$ cat src/design/hysteresis_window_comparator_macros.svh
// ---------------------------------------------------------------------------
// Assertion macros for the hysteresis window comparator
// Concurrent checks clocked on clk and disabled while rst_n is low.
// ---------------------------------------------------------------------------
`ifndef HYSTERESIS_WINDOW_COMPARATOR_MACROS_SVH
`define HYSTERESIS_WINDOW_COMPARATOR_MACROS_SVH

`ifndef SYNTHESIS

// antecedent holds -> consequent holds in the same cycle
`define HWC_ASSERT_IMPL(lbl, ante, cons) \
  lbl: assert property (@(posedge clk) disable iff (!rst_n) (ante) |-> (cons)) \
    else $error("hwc assertion failed");

// antecedent holds -> consequent holds in the next cycle
`define HWC_ASSERT_NEXT(lbl, ante, cons) \
  lbl: assert property (@(posedge clk) disable iff (!rst_n) (ante) |=> (cons)) \
    else $error("hwc assertion failed");

`else

`define HWC_ASSERT_IMPL(lbl, ante, cons)
`define HWC_ASSERT_NEXT(lbl, ante, cons)

`endif

`endif

$ cat src/design/hwc_pkg.sv
// ---------------------------------------------------------------------------
// hwc_pkg
// Shared types, constants and helpers of the hysteresis window comparator.
// ---------------------------------------------------------------------------
`timescale 1ns / 1ps

package hwc_pkg;

  localparam int DATA_W    = 32;
  localparam int BAND_W    = 31;
  localparam int IVL_W     = 16;
  localparam int CODE_W    = 3;
  localparam int CFG_IDX_W = 3;
  // sign-extended differences of three 32-bit terms need 34 bits
  localparam int CMP_STEPS = DATA_W + 2;
  localparam int DIV_STEPS = DATA_W;
  localparam int CNT_W     = $clog2(CMP_STEPS);

  typedef enum logic [CODE_W-1:0] {
    LV_NONE = 3'd0,
    LV_LOW  = 3'd1,
    LV_HIGH = 3'd2,
    LV_IN   = 3'd3,
    LV_OUT  = 3'd4
  } level_t;

  localparam level_t INITIAL_STATE_DEF = LV_NONE;

  typedef enum logic [1:0] {
    EM_CHANGE   = 2'd0,
    EM_ALWAYS   = 2'd1,
    EM_INTERVAL = 2'd2
  } emit_t;

  typedef enum logic [CFG_IDX_W-1:0] {
    REG_COMPARE_MODE = 3'd0,
    REG_EMIT_MODE    = 3'd1,
    REG_INTERVAL     = 3'd2,
    REG_LOWER_LIMIT  = 3'd3,
    REG_UPPER_LIMIT  = 3'd4,
    REG_HYST_BAND    = 3'd5,
    REG_LOW_OUTPUT   = 3'd6,
    REG_HIGH_OUTPUT  = 3'd7
  } cfg_reg_t;

  typedef enum logic [1:0] {
    ST_IDLE = 2'd0,
    ST_RUN  = 2'd1,
    ST_EVAL = 2'd2
  } fsm_t;

  typedef struct packed {
    logic load;
    logic cmp_step;
    logic div_step;
  } step_ctrl_t;

  typedef struct packed {
    logic ge_hi;  // sample >= upper + band
    logic le_lo;  // sample <= lower - band
    logic lt_lo;  // sample <  lower
    logic gt_hi;  // sample >  upper
  } cmp_flags_t;

  // one-bit full adder: {carry, sum}
  function automatic logic [1:0] fa(input logic a, input logic b, input logic c);
    fa = {(a & b) | (a & c) | (b & c), a ^ b ^ c};
  endfunction

endpackage

$ cat src/design/hwc_in_if.sv
// ---------------------------------------------------------------------------
// hwc_in_if
// Sample channel: valid/ready handshake with the timestamped sample.
// ---------------------------------------------------------------------------
`timescale 1ns / 1ps

interface hwc_in_if;
  logic                              valid;
  logic                              ready;
  logic signed [hwc_pkg::DATA_W-1:0] sample;
  logic                              sample_valid;
  logic        [hwc_pkg::DATA_W-1:0] time_sec;

  modport source (output valid, sample, sample_valid, time_sec, input ready);
  modport sink   (input valid, sample, sample_valid, time_sec, output ready);
endinterface

$ cat src/design/hwc_out_if.sv
// ---------------------------------------------------------------------------
// hwc_out_if
// Result channel: valid/ready handshake with the selected value and level.
// ---------------------------------------------------------------------------
`timescale 1ns / 1ps

interface hwc_out_if;
  logic                              valid;
  logic                              ready;
  logic signed [hwc_pkg::DATA_W-1:0] out_value;
  logic        [hwc_pkg::CODE_W-1:0] state_code;

  modport source (output valid, out_value, state_code, input ready);
  modport sink   (input valid, out_value, state_code, output ready);
endinterface

$ cat src/design/hysteresis_window_comparator.sv
// ---------------------------------------------------------------------------
// hysteresis_window_comparator
// Schmitt trigger / window comparator on timestamped Q16.16 samples.
// ---------------------------------------------------------------------------
// A valid sample is captured at the edge that accepts it, and its result is
// then formed in 34 bit-serial steps, in which the comparator forms its
// 34-bit sign-extended differences (the 32-step remainder divider for the
// interval test runs alongside), and one step to update the level and load
// the output register. The sequencer then returns to idle, and only there
// is a valid sample accepted, even while the last result still waits to be
// taken; the evaluation step holds only if a new result meets a full output
// register. A sample flagged invalid is taken and causes nothing. Configuration is
// to be written through the cfg_ port with the block idle; the block itself does
// not enforce this. There is no clearing pass after reset.
`timescale 1ns / 1ps

`include "hysteresis_window_comparator_macros.svh"

module hysteresis_window_comparator #(
  parameter hwc_pkg::level_t INITIAL_STATE = hwc_pkg::INITIAL_STATE_DEF
) (
  input  logic                          clk,
  input  logic                          rst_n,
  hwc_in_if.sink                        in_ch,
  hwc_out_if.source                     out_ch,
  input  logic                          cfg_wr_en,
  input  logic [hwc_pkg::CFG_IDX_W-1:0] cfg_index,
  input  logic [hwc_pkg::DATA_W-1:0]    cfg_data
);
  import hwc_pkg::*;

  // configuration
  logic                     compare_mode_r;
  emit_t                    emit_mode_r;
  logic [IVL_W-1:0]         interval_r;
  logic signed [DATA_W-1:0] lower_r, upper_r;
  logic [BAND_W-1:0]        band_r;
  logic signed [DATA_W-1:0] low_out_r, high_out_r;

  fsm_t             state_r, state_nxt;
  logic [CNT_W-1:0] cnt_r;
  level_t           level_r, level_nxt;
  logic             out_valid_r;
  logic signed [DATA_W-1:0] out_value_r;
  level_t           out_code_r;

  step_ctrl_t ctrl;
  cmp_flags_t flags;
  logic       rem_zero;
  logic       accept, last_step, slot_free;
  logic       changed, fire, emit, commit;

  assign accept    = in_ch.valid && in_ch.ready;
  assign last_step = (cnt_r == CNT_W'(CMP_STEPS - 1));
  assign slot_free = !out_valid_r || out_ch.ready;

  hwc_serial_cmp u_cmp (
    .clk    (clk),
    .ctrl   (ctrl),
    .sample (in_ch.sample),
    .lower  (lower_r),
    .upper  (upper_r),
    .band   (band_r),
    .flags  (flags)
  );

  hwc_serial_mod u_mod (
    .clk      (clk),
    .ctrl     (ctrl),
    .dividend (in_ch.time_sec),
    .divisor  (interval_r),
    .rem_zero (rem_zero)
  );

  // level decision
  always_comb begin
    level_nxt = level_r;
    if (!compare_mode_r) begin
      if (flags.ge_hi) begin
        level_nxt = LV_HIGH;
      end
      // low wins when both thresholds are met
      if (flags.le_lo) begin
        level_nxt = LV_LOW;
      end
    end else begin
      level_nxt = (flags.lt_lo || flags.gt_hi) ? LV_OUT : LV_IN;
    end
    changed = (level_nxt != level_r);
    case (emit_mode_r)
      EM_ALWAYS:   fire = 1'b1;
      EM_INTERVAL: fire = (interval_r != '0) && rem_zero;
      default:     fire = 1'b0;
    endcase
    emit = (changed || fire) && (level_nxt != LV_NONE);
  end

  // next state
  always_comb begin
    state_nxt = state_r;
    case (state_r)
      ST_IDLE: begin
        if (accept && in_ch.sample_valid) begin
          state_nxt = ST_RUN;
        end
      end
      ST_RUN: begin
        if (last_step) begin
          state_nxt = ST_EVAL;
        end
      end
      ST_EVAL: begin
        if (commit) begin
          state_nxt = ST_IDLE;
        end
      end
      default: state_nxt = ST_IDLE;
    endcase
  end

  // outputs of the sequencer
  always_comb begin
    in_ch.ready   = (state_r == ST_IDLE);
    ctrl.load     = (state_r == ST_IDLE) && accept && in_ch.sample_valid;
    ctrl.cmp_step = (state_r == ST_RUN);
    ctrl.div_step = (state_r == ST_RUN) && (cnt_r < CNT_W'(DIV_STEPS));
    // hold the evaluation while a result would meet a full output register
    commit        = (state_r == ST_EVAL) && (!emit || slot_free);
  end

  always_ff @(posedge clk) begin
    if (!rst_n) begin
      state_r <= ST_IDLE;
      cnt_r   <= '0;
      level_r <= INITIAL_STATE;
    end else begin
      state_r <= state_nxt;
      if (ctrl.load) begin
        cnt_r <= '0;
      end else if (ctrl.cmp_step) begin
        cnt_r <= cnt_r + 1'b1;
      end
      if (commit) begin
        level_r <= level_nxt;
      end
    end
  end

  // output register
  always_ff @(posedge clk) begin
    if (!rst_n) begin
      out_valid_r <= 1'b0;
    end else if (commit && emit) begin
      out_valid_r <= 1'b1;
    end else if (out_ch.ready) begin
      out_valid_r <= 1'b0;
    end
  end

  always_ff @(posedge clk) begin
    if (commit && emit) begin
      out_code_r  <= level_nxt;
      out_value_r <= (level_nxt == LV_HIGH || level_nxt == LV_OUT) ? high_out_r
                                                                   : low_out_r;
    end
  end

  assign out_ch.valid      = out_valid_r;
  assign out_ch.out_value  = out_value_r;
  assign out_ch.state_code = out_code_r;

  // configuration writes
  always_ff @(posedge clk) begin
    if (!rst_n) begin
      compare_mode_r <= 1'b0;
      emit_mode_r    <= EM_CHANGE;
      interval_r     <= '0;
      lower_r        <= '0;
      upper_r        <= '0;
      band_r         <= '0;
      low_out_r      <= '0;
      high_out_r     <= '0;
    end else if (cfg_wr_en) begin
      case (cfg_reg_t'(cfg_index))
        REG_COMPARE_MODE: compare_mode_r <= cfg_data[0];
        REG_EMIT_MODE:    emit_mode_r    <= emit_t'(cfg_data[1:0]);
        REG_INTERVAL:     interval_r     <= cfg_data[IVL_W-1:0];
        REG_LOWER_LIMIT:  lower_r        <= cfg_data;
        REG_UPPER_LIMIT:  upper_r        <= cfg_data;
        REG_HYST_BAND:    band_r         <= cfg_data[BAND_W-1:0];
        REG_LOW_OUTPUT:   low_out_r      <= cfg_data;
        REG_HIGH_OUTPUT:  high_out_r     <= cfg_data;
        default: ;
      endcase
    end
  end

  // checks
  `HWC_ASSERT_NEXT(a_valid_sample_starts_run, accept && in_ch.sample_valid, state_r == ST_RUN)
  `HWC_ASSERT_NEXT(a_invalid_sample_dropped, accept && !in_ch.sample_valid, state_r == ST_IDLE && !$rose(out_valid_r))
  `HWC_ASSERT_IMPL(a_result_has_level, out_valid_r, out_code_r != LV_NONE)
  `HWC_ASSERT_IMPL(a_result_after_eval, $rose(out_valid_r), $past(state_r) == ST_EVAL)

endmodule

$ cat src/design/hwc_serial_cmp.sv
// ---------------------------------------------------------------------------
// hwc_serial_cmp
// Bit-serial comparator: forms four sign-extended differences LSB first and
// keeps the sign of each as the comparison flags.
// ---------------------------------------------------------------------------
`timescale 1ns / 1ps

module hwc_serial_cmp (
  input  logic                              clk,
  input  hwc_pkg::step_ctrl_t               ctrl,
  input  logic signed [hwc_pkg::DATA_W-1:0] sample,
  input  logic signed [hwc_pkg::DATA_W-1:0] lower,
  input  logic signed [hwc_pkg::DATA_W-1:0] upper,
  input  logic        [hwc_pkg::BAND_W-1:0] band,
  output hwc_pkg::cmp_flags_t               flags
);
  import hwc_pkg::*;

  logic [DATA_W-1:0] s_r, lo_r, hi_r, band_r;
  // carries: A = s - hi - band, B = lo - band - s, C = s - lo, D = hi - s
  logic ca1_r, ca2_r, cb1_r, cb2_r, cc_r, cd_r;
  logic ca1_nxt, ca2_nxt, cb1_nxt, cb2_nxt, cc_nxt, cd_nxt;
  logic a1, a2, b1, b2, c1, d1;
  logic sa_r, sb_r, sc_r, sd_r;

  always_comb begin
    {ca1_nxt, a1} = fa(s_r[0], ~hi_r[0], ca1_r);
    {ca2_nxt, a2} = fa(a1, ~band_r[0], ca2_r);
    {cb1_nxt, b1} = fa(lo_r[0], ~band_r[0], cb1_r);
    {cb2_nxt, b2} = fa(b1, ~s_r[0], cb2_r);
    {cc_nxt, c1}  = fa(s_r[0], ~lo_r[0], cc_r);
    {cd_nxt, d1}  = fa(hi_r[0], ~s_r[0], cd_r);
  end

  always_ff @(posedge clk) begin
    if (ctrl.load) begin
      s_r    <= sample;
      lo_r   <= lower;
      hi_r   <= upper;
      band_r <= {1'b0, band};
      // subtraction as add of the complement plus one
      ca1_r  <= 1'b1;
      ca2_r  <= 1'b1;
      cb1_r  <= 1'b1;
      cb2_r  <= 1'b1;
      cc_r   <= 1'b1;
      cd_r   <= 1'b1;
    end else if (ctrl.cmp_step) begin
      // arithmetic shift: the MSB repeats as sign extension
      s_r    <= {s_r[DATA_W-1], s_r[DATA_W-1:1]};
      lo_r   <= {lo_r[DATA_W-1], lo_r[DATA_W-1:1]};
      hi_r   <= {hi_r[DATA_W-1], hi_r[DATA_W-1:1]};
      band_r <= {band_r[DATA_W-1], band_r[DATA_W-1:1]};
      ca1_r  <= ca1_nxt;
      ca2_r  <= ca2_nxt;
      cb1_r  <= cb1_nxt;
      cb2_r  <= cb2_nxt;
      cc_r   <= cc_nxt;
      cd_r   <= cd_nxt;
      // the last step leaves the sign bit of each difference
      sa_r   <= a2;
      sb_r   <= b2;
      sc_r   <= c1;
      sd_r   <= d1;
    end
  end

  assign flags.ge_hi = ~sa_r;
  assign flags.le_lo = ~sb_r;
  assign flags.lt_lo = sc_r;
  assign flags.gt_hi = sd_r;

endmodule

$ cat src/design/hwc_serial_mod.sv
// ---------------------------------------------------------------------------
// hwc_serial_mod
// Restoring divider, one dividend bit per cycle; reports a zero remainder.
// ---------------------------------------------------------------------------
`timescale 1ns / 1ps

module hwc_serial_mod (
  input  logic                       clk,
  input  hwc_pkg::step_ctrl_t        ctrl,
  input  logic [hwc_pkg::DATA_W-1:0] dividend,
  input  logic [hwc_pkg::IVL_W-1:0]  divisor,
  output logic                       rem_zero
);
  import hwc_pkg::*;

  logic [DATA_W-1:0] q_r;
  logic [IVL_W-1:0]  div_r;
  logic [IVL_W-1:0]  rem_r, rem_nxt;
  logic [IVL_W:0]    trial;
  logic [IVL_W:0]    diff;

  always_comb begin
    trial = {rem_r, q_r[DATA_W-1]};
    diff  = trial - {1'b0, div_r};
    // remainder stays below the divisor, so it fits IVL_W bits
    if (trial >= {1'b0, div_r}) begin
      rem_nxt = diff[IVL_W-1:0];
    end else begin
      rem_nxt = trial[IVL_W-1:0];
    end
  end

  always_ff @(posedge clk) begin
    if (ctrl.load) begin
      q_r   <= dividend;
      div_r <= divisor;
      rem_r <= '0;
    end else if (ctrl.div_step) begin
      q_r   <= {q_r[DATA_W-2:0], 1'b0};
      rem_r <= rem_nxt;
    end
  end

  assign rem_zero = (rem_r == '0);

endmodule

$ cat src/flat_wrapper.sv
// flat-port wrapper written by rule: the top's interface ports become plain ports
module hysteresis_window_comparator_flat import hwc_pkg::*;
#(
  parameter hwc_pkg::level_t INITIAL_STATE = hwc_pkg::INITIAL_STATE_DEF
)
  (clk, rst_n, cfg_wr_en, cfg_index, cfg_data, in_ch_valid, in_ch_sample, in_ch_sample_valid, in_ch_time_sec, in_ch_ready, out_ch_valid, out_ch_out_value, out_ch_state_code, out_ch_ready);
  hwc_in_if in_ch_i ();
  hwc_out_if out_ch_i ();
  input  logic clk;
  input  logic rst_n;
  input  logic cfg_wr_en;
  input  logic [hwc_pkg::CFG_IDX_W-1:0] cfg_index;
  input  logic [hwc_pkg::DATA_W-1:0] cfg_data;
  input wire logic [$bits(in_ch_i.valid)-1:0] in_ch_valid;
  input wire logic [$bits(in_ch_i.sample)-1:0] in_ch_sample;
  input wire logic [$bits(in_ch_i.sample_valid)-1:0] in_ch_sample_valid;
  input wire logic [$bits(in_ch_i.time_sec)-1:0] in_ch_time_sec;
  output wire logic [$bits(in_ch_i.ready)-1:0] in_ch_ready;
  output wire logic [$bits(out_ch_i.valid)-1:0] out_ch_valid;
  output wire logic [$bits(out_ch_i.out_value)-1:0] out_ch_out_value;
  output wire logic [$bits(out_ch_i.state_code)-1:0] out_ch_state_code;
  input wire logic [$bits(out_ch_i.ready)-1:0] out_ch_ready;
  assign in_ch_i.valid = in_ch_valid;
  assign in_ch_i.sample = in_ch_sample;
  assign in_ch_i.sample_valid = in_ch_sample_valid;
  assign in_ch_i.time_sec = in_ch_time_sec;
  assign in_ch_ready = in_ch_i.ready;
  assign out_ch_valid = out_ch_i.valid;
  assign out_ch_out_value = out_ch_i.out_value;
  assign out_ch_state_code = out_ch_i.state_code;
  assign out_ch_i.ready = out_ch_ready;
  hysteresis_window_comparator #(.INITIAL_STATE(INITIAL_STATE)) u_core (.clk(clk), .rst_n(rst_n), .in_ch(in_ch_i), .out_ch(out_ch_i), .cfg_wr_en(cfg_wr_en), .cfg_index(cfg_index), .cfg_data(cfg_data));
endmodule
$ cat config.mk
export PLATFORM = sky130hd
export DESIGN_NAME = hysteresis_window_comparator_flat
export DESIGN_NICKNAME = d
export VERILOG_FILES = /design/src/design/hwc_pkg.sv /design/src/design/hwc_in_if.sv /design/src/design/hwc_out_if.sv /design/src/design/hysteresis_window_comparator.sv /design/src/design/hwc_serial_cmp.sv /design/src/design/hwc_serial_mod.sv /design/src/flat_wrapper.sv
export VERILOG_INCLUDE_DIRS = /design/src /design/src/design
export SDC_FILE = /design/constraint.sdc
export NUM_CORES = 1
export LEC_CHECK = 0
export BUFFER_PORTS_ARGS = -buffer_cell sky130_fd_sc_hd__buf_2
export CAP_MARGIN = 30
export CORE_ASPECT_RATIO = 1.75
export CORE_MARGIN = 3
export CORE_UTILIZATION = 60
export DETAILED_ROUTE_END_ITERATION = 7
export PLACE_DENSITY_LB_ADDON = 0.08
export SLEW_MARGIN = 20
export SYNTH_ARGS = -nofsm -noshare
export SYNTH_HDL_FRONTEND = slang
export SYNTH_SLANG_ARGS = --single-unit
export TNS_END_PERCENT = 100
$ cat constraint.sdc
create_clock -name clk -period 5.2 [get_ports clk]
set_clock_uncertainty 0.05 [all_clocks]
set_input_delay 0.52 -clock clk [delete_from_list [all_inputs] [get_ports clk]]
set_output_delay 0.52 -clock clk [all_outputs]
set_load 0.02 [all_outputs]
; Word level (Yosys, flattened, before mapping)
; Index checks and enable logic that the tools add are counted.
[op_classes]
addsub = 2
order_cmp = 2
eq_ne = 18
mux = 23
bitwise = 48
reduce_logical = 35
[ops]
columns = cell, count
row1 = $mux W32, 6
row2 = $mux W31, 5
row3 = $and A1 B1 Y1, 18
row4 = $reduce_and A2 Y1, 9
row5 = $ge A17 B16 Y1, 1
row6 = $logic_not A16 Y1, 1
row7 = $mux W16, 1
row8 = $reduce_bool A16 Y1, 1
row9 = $sub A16 B16 Y16, 1
row10 = $eq A3 B3 Y1 const B, 5
row11 = $mux W3, 4
row12 = $or A1 B1 Y1, 12
row13 = $xor A1 B1 Y1, 12
row14 = $eq A3 B2 Y1 const B, 3
row15 = $logic_and A1 B1 Y1, 9
row16 = $add A6 B1 Y6 const B, 1
row17 = $eq A6 B6 Y1 const B, 1
row18 = $lt A6 B6 Y1 const B, 1
row19 = $mux W2, 3
row20 = $not A1 Y1, 6
row21 = $pmux W2 S3, 1
row22 = $reduce_bool A2 Y1, 3
row23 = $logic_or A1 B1 Y1, 5
row24 = $eq A2 B1 Y1 const B, 2
row25 = other kinds (13), 17
[word_totals]
reg_bits = 426
in_bits = 105
output_inout_bits = 37
wordCells = 162

; Longest topological paths before layout
[depth]
word_depth = 11
ltp_mapped = 11

; Cells and area by module
; Synthesis repeated with hierarchy kept, for this count alone.
[hier_totals]
hier_cells = 1594
area_unflattened_um2 = 18490.2
[by_module_without_submodules]
columns = module, n_inst, cells_each, area_per_inst_um2
row1 = hysteresis_window_comparator, 1, 965, 8819.7
row2 = hwc_serial_cmp, 1, 313, 6043.3
row3 = hwc_serial_mod, 1, 316, 3627.2

; Worst setup path after synthesis
; No wires, ideal clock.
[synth_timing]
path_type = register to register
from = register u_core.state_r[1]
to = register u_core.u_cmp.band_r[0], enable pin
setup_ps = 487
t_arrival_ps = 3955
required_ps = 4663
setup_slack_ps = 708
path_stages_with_launch = 6
synth_period_minus_slack_ps = 4492
cell_sequence = dfxtp_1 nor2_1 nand3_1 clkbuf_1 clkbuf_1 nand2_1
[synth_between]
elab_chain_len = 5
[synth_lines]
columns = element, line
row1 = start: declaration, hysteresis_window_comparator.sv:40  ; fsm_t state_r, state_nxt;
row2 = start signal: assignment, hysteresis_window_comparator.sv:137  ; state_r <= state_nxt;
row3 = $logic_not A2 Y1 *, hysteresis_window_comparator.sv:123  ; in_ch.ready = (state_r == ST_IDLE);
row4 = named net in_ch_ready, flat_wrapper.sv:18  ; output wire logic [$bits(in_ch_i.ready)-1:0] in_ch_ready;
row5 = $logic_and A1 B1 Y1, hysteresis_window_comparator.sv:53  ; assign accept = in_ch.valid && in_ch.ready;
row6 = $logic_and A1 B1 Y1 * (2 in a row), hysteresis_window_comparator.sv:124  ; ctrl.load = (state_r == ST_IDLE) && accept && in_ch.sample_valid;
row7 = $reduce_bool A2 Y1 (no source line) *, -
row8 = end signal: assignment, hwc_serial_cmp.sv:40  ; band_r <= {1'b0, band};
row9 = end signal: assignment, hwc_serial_cmp.sv:53  ; band_r <= {band_r[DATA_W-1], band_r[DATA_W-1:1]};
row10 = end: declaration, hwc_serial_cmp.sv:19  ; logic [DATA_W-1:0] s_r, lo_r, hi_r, band_r;
; Mark *: on every way through the listed nets, which the timed path passes. The rest lies on a longest branch.
; A chain may end at the register's enable or synchronous reset.

; Worst setup path in the final report
[layout_timing]
from = register u_core.u_mod.div_r[6]
to = register u_core.u_mod.rem_r[0]
[layout_between]
elab_chain_len = 2
[layout_lines]
columns = element, line
row1 = start: declaration, hwc_serial_mod.sv:17  ; logic [IVL_W-1:0] div_r;
row2 = start signal: assignment, hwc_serial_mod.sv:36  ; div_r <= divisor;
row3 = $ge A17 B16 Y1, hwc_serial_mod.sv:26  ; if (trial >= {1'b0, div_r}) begin
row4 = $mux W16, hwc_serial_mod.sv:26
row5 = end signal: assignment, hwc_serial_mod.sv:40  ; rem_r <= rem_nxt;
row6 = end: declaration, hwc_serial_mod.sv:18  ; logic [IVL_W-1:0] rem_r, rem_nxt;
; Every way passes these cells.

==> impl_metrics.csv <==
group,metric,value,unit
sta,period_needed,2.61,ns
cts,postCtsResizedCells,0,
logic_synthesis,async_flop_share,0,%
logic_synthesis,yosysSeqAreaShare,59.6,%
die,dieArea,32000,µm²
cts,cts_tree,"done",
cts,hold_buffers,0,
cts,postCtsSetupRepairBufs,0,
cts,numCtsBuffers,38,
sta,rsz0062_at_grt,"false",
sta,relSlewSlack,40.5,%
worst_setup_path,path_max_fanout,17,
sta,final_hold_viol_count,0,
sta,tns,0,ns
power,irDropWorstVdd,303,µV
worst_setup_path,cp-end-kind,"register",
logic_synthesis,synth_top_area_share,35.9,%
worst_setup_path,cp.arrival,2.97,ns
logic_synthesis,yosys.area.top_type,"edfxtp_1",
placed_design,io_buffers,141,
global_routing,grt_max_degree,103,
logic_synthesis,syn_nets,2003,
sta,tightest_slew,0.893,ns
logic_synthesis,yosysWarnings,0,
power,power.internal,0.00577,W
logic_synthesis,ys_types,54,
logic_synthesis,synth_area_leaders,"edfxtp_1 36%, dfxtp_1 24%, nand2_1 18%, a21boi_0 7.4%, clkbuf_1 2.0%",
logic_synthesis,netlist_instances,1871,
worst_setup_path,crit_type,"reg2reg",
cts,clock_sinks,426,
layout,area_growth,13.0,%
routing,wirelength,41600,µm
layout,nFillCells,2332,
logic_synthesis,netlist_area,17900,µm²
logic_synthesis,synth_edf_count,214,
power,switching_share,23.8,%
routing,ant_nets,0,
logic_synthesis,syn_area_per_cell,9.56,µm²
routing,vias,13000,
worst_setup_path,startpoint_type,"register",
global_routing,gr-usage-all-layers,26.0,%
layout,nets,2104,
cts,cts-htree-levels,2,
die,dieHeight,234,µm
routing,drc_errors,0,
placed_design,hpwl,26600,µm
sta,slew_violations,0,
power,powerDensity,374,nW/µm²
global_routing,grt_pass1_vias,12600,
die,rows,83,
layout,instances_no_fill,2385,
sta,max_freq,383,MHz
power,p_leak,8.09,nW
cts,path_clk_slew,0.07,ns
sta,setup_viol,0,
routing,via_per_inst,5.46,
placed_design,place_inst,2312,
status,status,"completed",
layout,drive_gt1_share,13.4,%
die,core_area,29400,µm²
die,die_x,137,µm
die,io_pins,142,
global_routing,antenna_found_initial,4,
power,p_clk_share,38.5,%
power,switching_power,0.00180,W
layout,fin_util,68.8,%
routing,drt_iter0_drc,819,
global_routing,grt_first_pass_wirelength,65300,µm
cts,clk_latency,0.54,ns
routing,wl_per_cell,17.4,µm
sta,finalCritPeriodShare,50.3,%
hold_path,min_path_type,"in2reg",
die,start_util,60.9,%
routing,drt-pass1-iter-count,5,
worst_setup_path,crit_required,5.56,ns
power,p_comb_share,10.6,%
cts,clockBufferDepth,3,
placed_design,routabilityCongestion,0.848,
global_routing,grt_overflow,0,
power,seqPwrFrac,50.9,%
cts,root_buffer,"clkbuf_16",
job,cap_viol_max_count,0,
logic_synthesis,synthFlopType,"edfxtp_1",
logic_synthesis,ys_ff_latch,426,
cells in the final DEF (no fill, tap or decap), types with 3 or more instances in the layout:
cell,n
o21ai_0,26
edfxtp_1,214
xor2_1,8
mux2i_1,13
fa_1,7
nor2_2,3
dfxtp_1,212
bufinv_16,6
clkinv_1,4
nand2_1,850
a21o_1,6
clkbuf_1,8
a21boi_0,177
nand3_1,14
clkinv_2,7
nand4_1,7
nor3_1,4
buf_2,140
ha_1,20
a31oi_1,4
and2_1,6
a32oi_1,4
mux2_2,29
a21oi_1,22
nor4_1,7
mux2_1,3
or3_1,3
clkbuf_16,39
nor2b_1,9
nor2_1,22
xnor2_1,14
buf_4,21
nand2b_1,10
a211o_1,3
o211ai_1,3
inv_1,36
final cells by class:
class	instances	area, µm²	area share [%]
inverter	37	141	0.699
timing repair buffer	163	906	4.48
multi-input combinational	1306	6740	33.3
sequential	426	10700	52.8
antenna	2	5.00	0.0247
clock inverter	20	254	1.26
tap	382	478	2.36
clock buffer	49	1030	5.11
through the flow:
| step | worst slack, ns | total power (W) | area [µm²] | hold WS, ns |
|---|---|---|---|---|
| finish | 2.59 | 0.00757 | 20200 | 0.192 |
| global route | 2.38 | 0.00787 | 20200 | 0.177 |
| CTS | 2.61 | 0.00764 | 20200 | 0.169 |
| detailed placement | 2.59 | 0.00473 | 18900 | 0.404 |
| global placement | 2.62 | 0.00470 | 18900 | 0.391 |
| floorplan | 0.708 | 0.00445 | 17900 | 0.380 |
worst paths after layout:
path                         start               endpoint  slack (ns)  cells past startpoint
max          u_core.u_mod.div_r[6]  u_core.u_mod.rem_r[0]        2.59                      9
min               in_ch_sample[15]   u_core.u_cmp.s_r[15]        0.19                      3
max reg2reg  u_core.u_mod.div_r[6]  u_core.u_mod.rem_r[0]        2.59                      9
min reg2reg     u_core.upper_r[31]     u_core.upper_r[31]        0.41                      2
cells in the mapped netlist, types with 2 or more instances:
library cell  count
buf_1             2
a32oi_1           4
nor2_1           27
or3_1             3
a21boi_0        177
mux2_2           29
o21ai_0          26
a211oi_1          2
nand2_1         851
or2_2             2
nor4_1            7
nand3_1          15
a21o_1            6
xor2_1            8
nor2b_1           9
a21oi_1          22
mux2i_1          13
a22o_1            2
nor3_1            6
a21oi_2           2
o211ai_1          3
edfxtp_1        214
a31oi_1           4
nand4_1           7
dfxtp_1         212
a211o_1           3
nand2b_1         10
inv_1            36
ha_1             20
buf_2             5
nor4b_1           2
xnor2_1          14
and2_1            6
clkbuf_1         94
mux2_1            3
fa_1              7
power groups by stage:
stage	logic [W]	registers [W]	clock network, W
after global routing	0.000900	0.00387	0.00309
after global placement	0.000784	0.00392	0
after floorplan	0.000546	0.00391	0
final	0.000800	0.00386	0.00292
after detailed placement	0.000800	0.00393	0
after CTS	0.000806	0.00385	0.00298
logic make-up (layout without fill, tap and decap cells):
kind of cell / Yosys count / after routing / synth area share (%)
flops: 426 / 426 / 59.6
simple gates: 949 / 949 / 20.8
mux: 45 / 45 / 2.74
other cells: 0 / 2 / 0
compound gates: 263 / 263 / 10.6
buf+inv: 139 / 269 / 3.01
xor+xnor: 22 / 22 / 1.08
fa+ha+maj: 27 / 27 / 2.18
routing by layer:
layer	global-route usage, %	wire, µm	vias to the layer above
met5	0	22	-
met4	13.4	2090	4
met3	3.38	1580	94
met2	47.3	22100	300
met1	29.5	15800	6228
li1	-	-	6387
worst max-delay path: stages, from the launching register on:
cell and delay (ns):
edfxtp_1 0.33, inv_1 0.04, ha_1 0.38, a21oi_2 0.21, o21ai_1 0.12, a31o_1 0.24
a31o_4 0.22, o22ai_4 0.54, mux2i_1 0.17, a22o_1 0.20
sequential cells by signal, summed over array words and instances, names as in the netlist, 32 cells and up:
register,cells
u_core.high_out_r,32
u_core.u_mod.q_r,32
u_core.upper_r,32
u_core.out_ch.out_value,32
u_core.lower_r,32
u_core.low_out_r,32
u_core.u_cmp.hi_r,32
u_core.u_cmp.s_r,32
u_core.u_cmp.lo_r,32
Note: power is estimated with default switching activity, not from simulation.
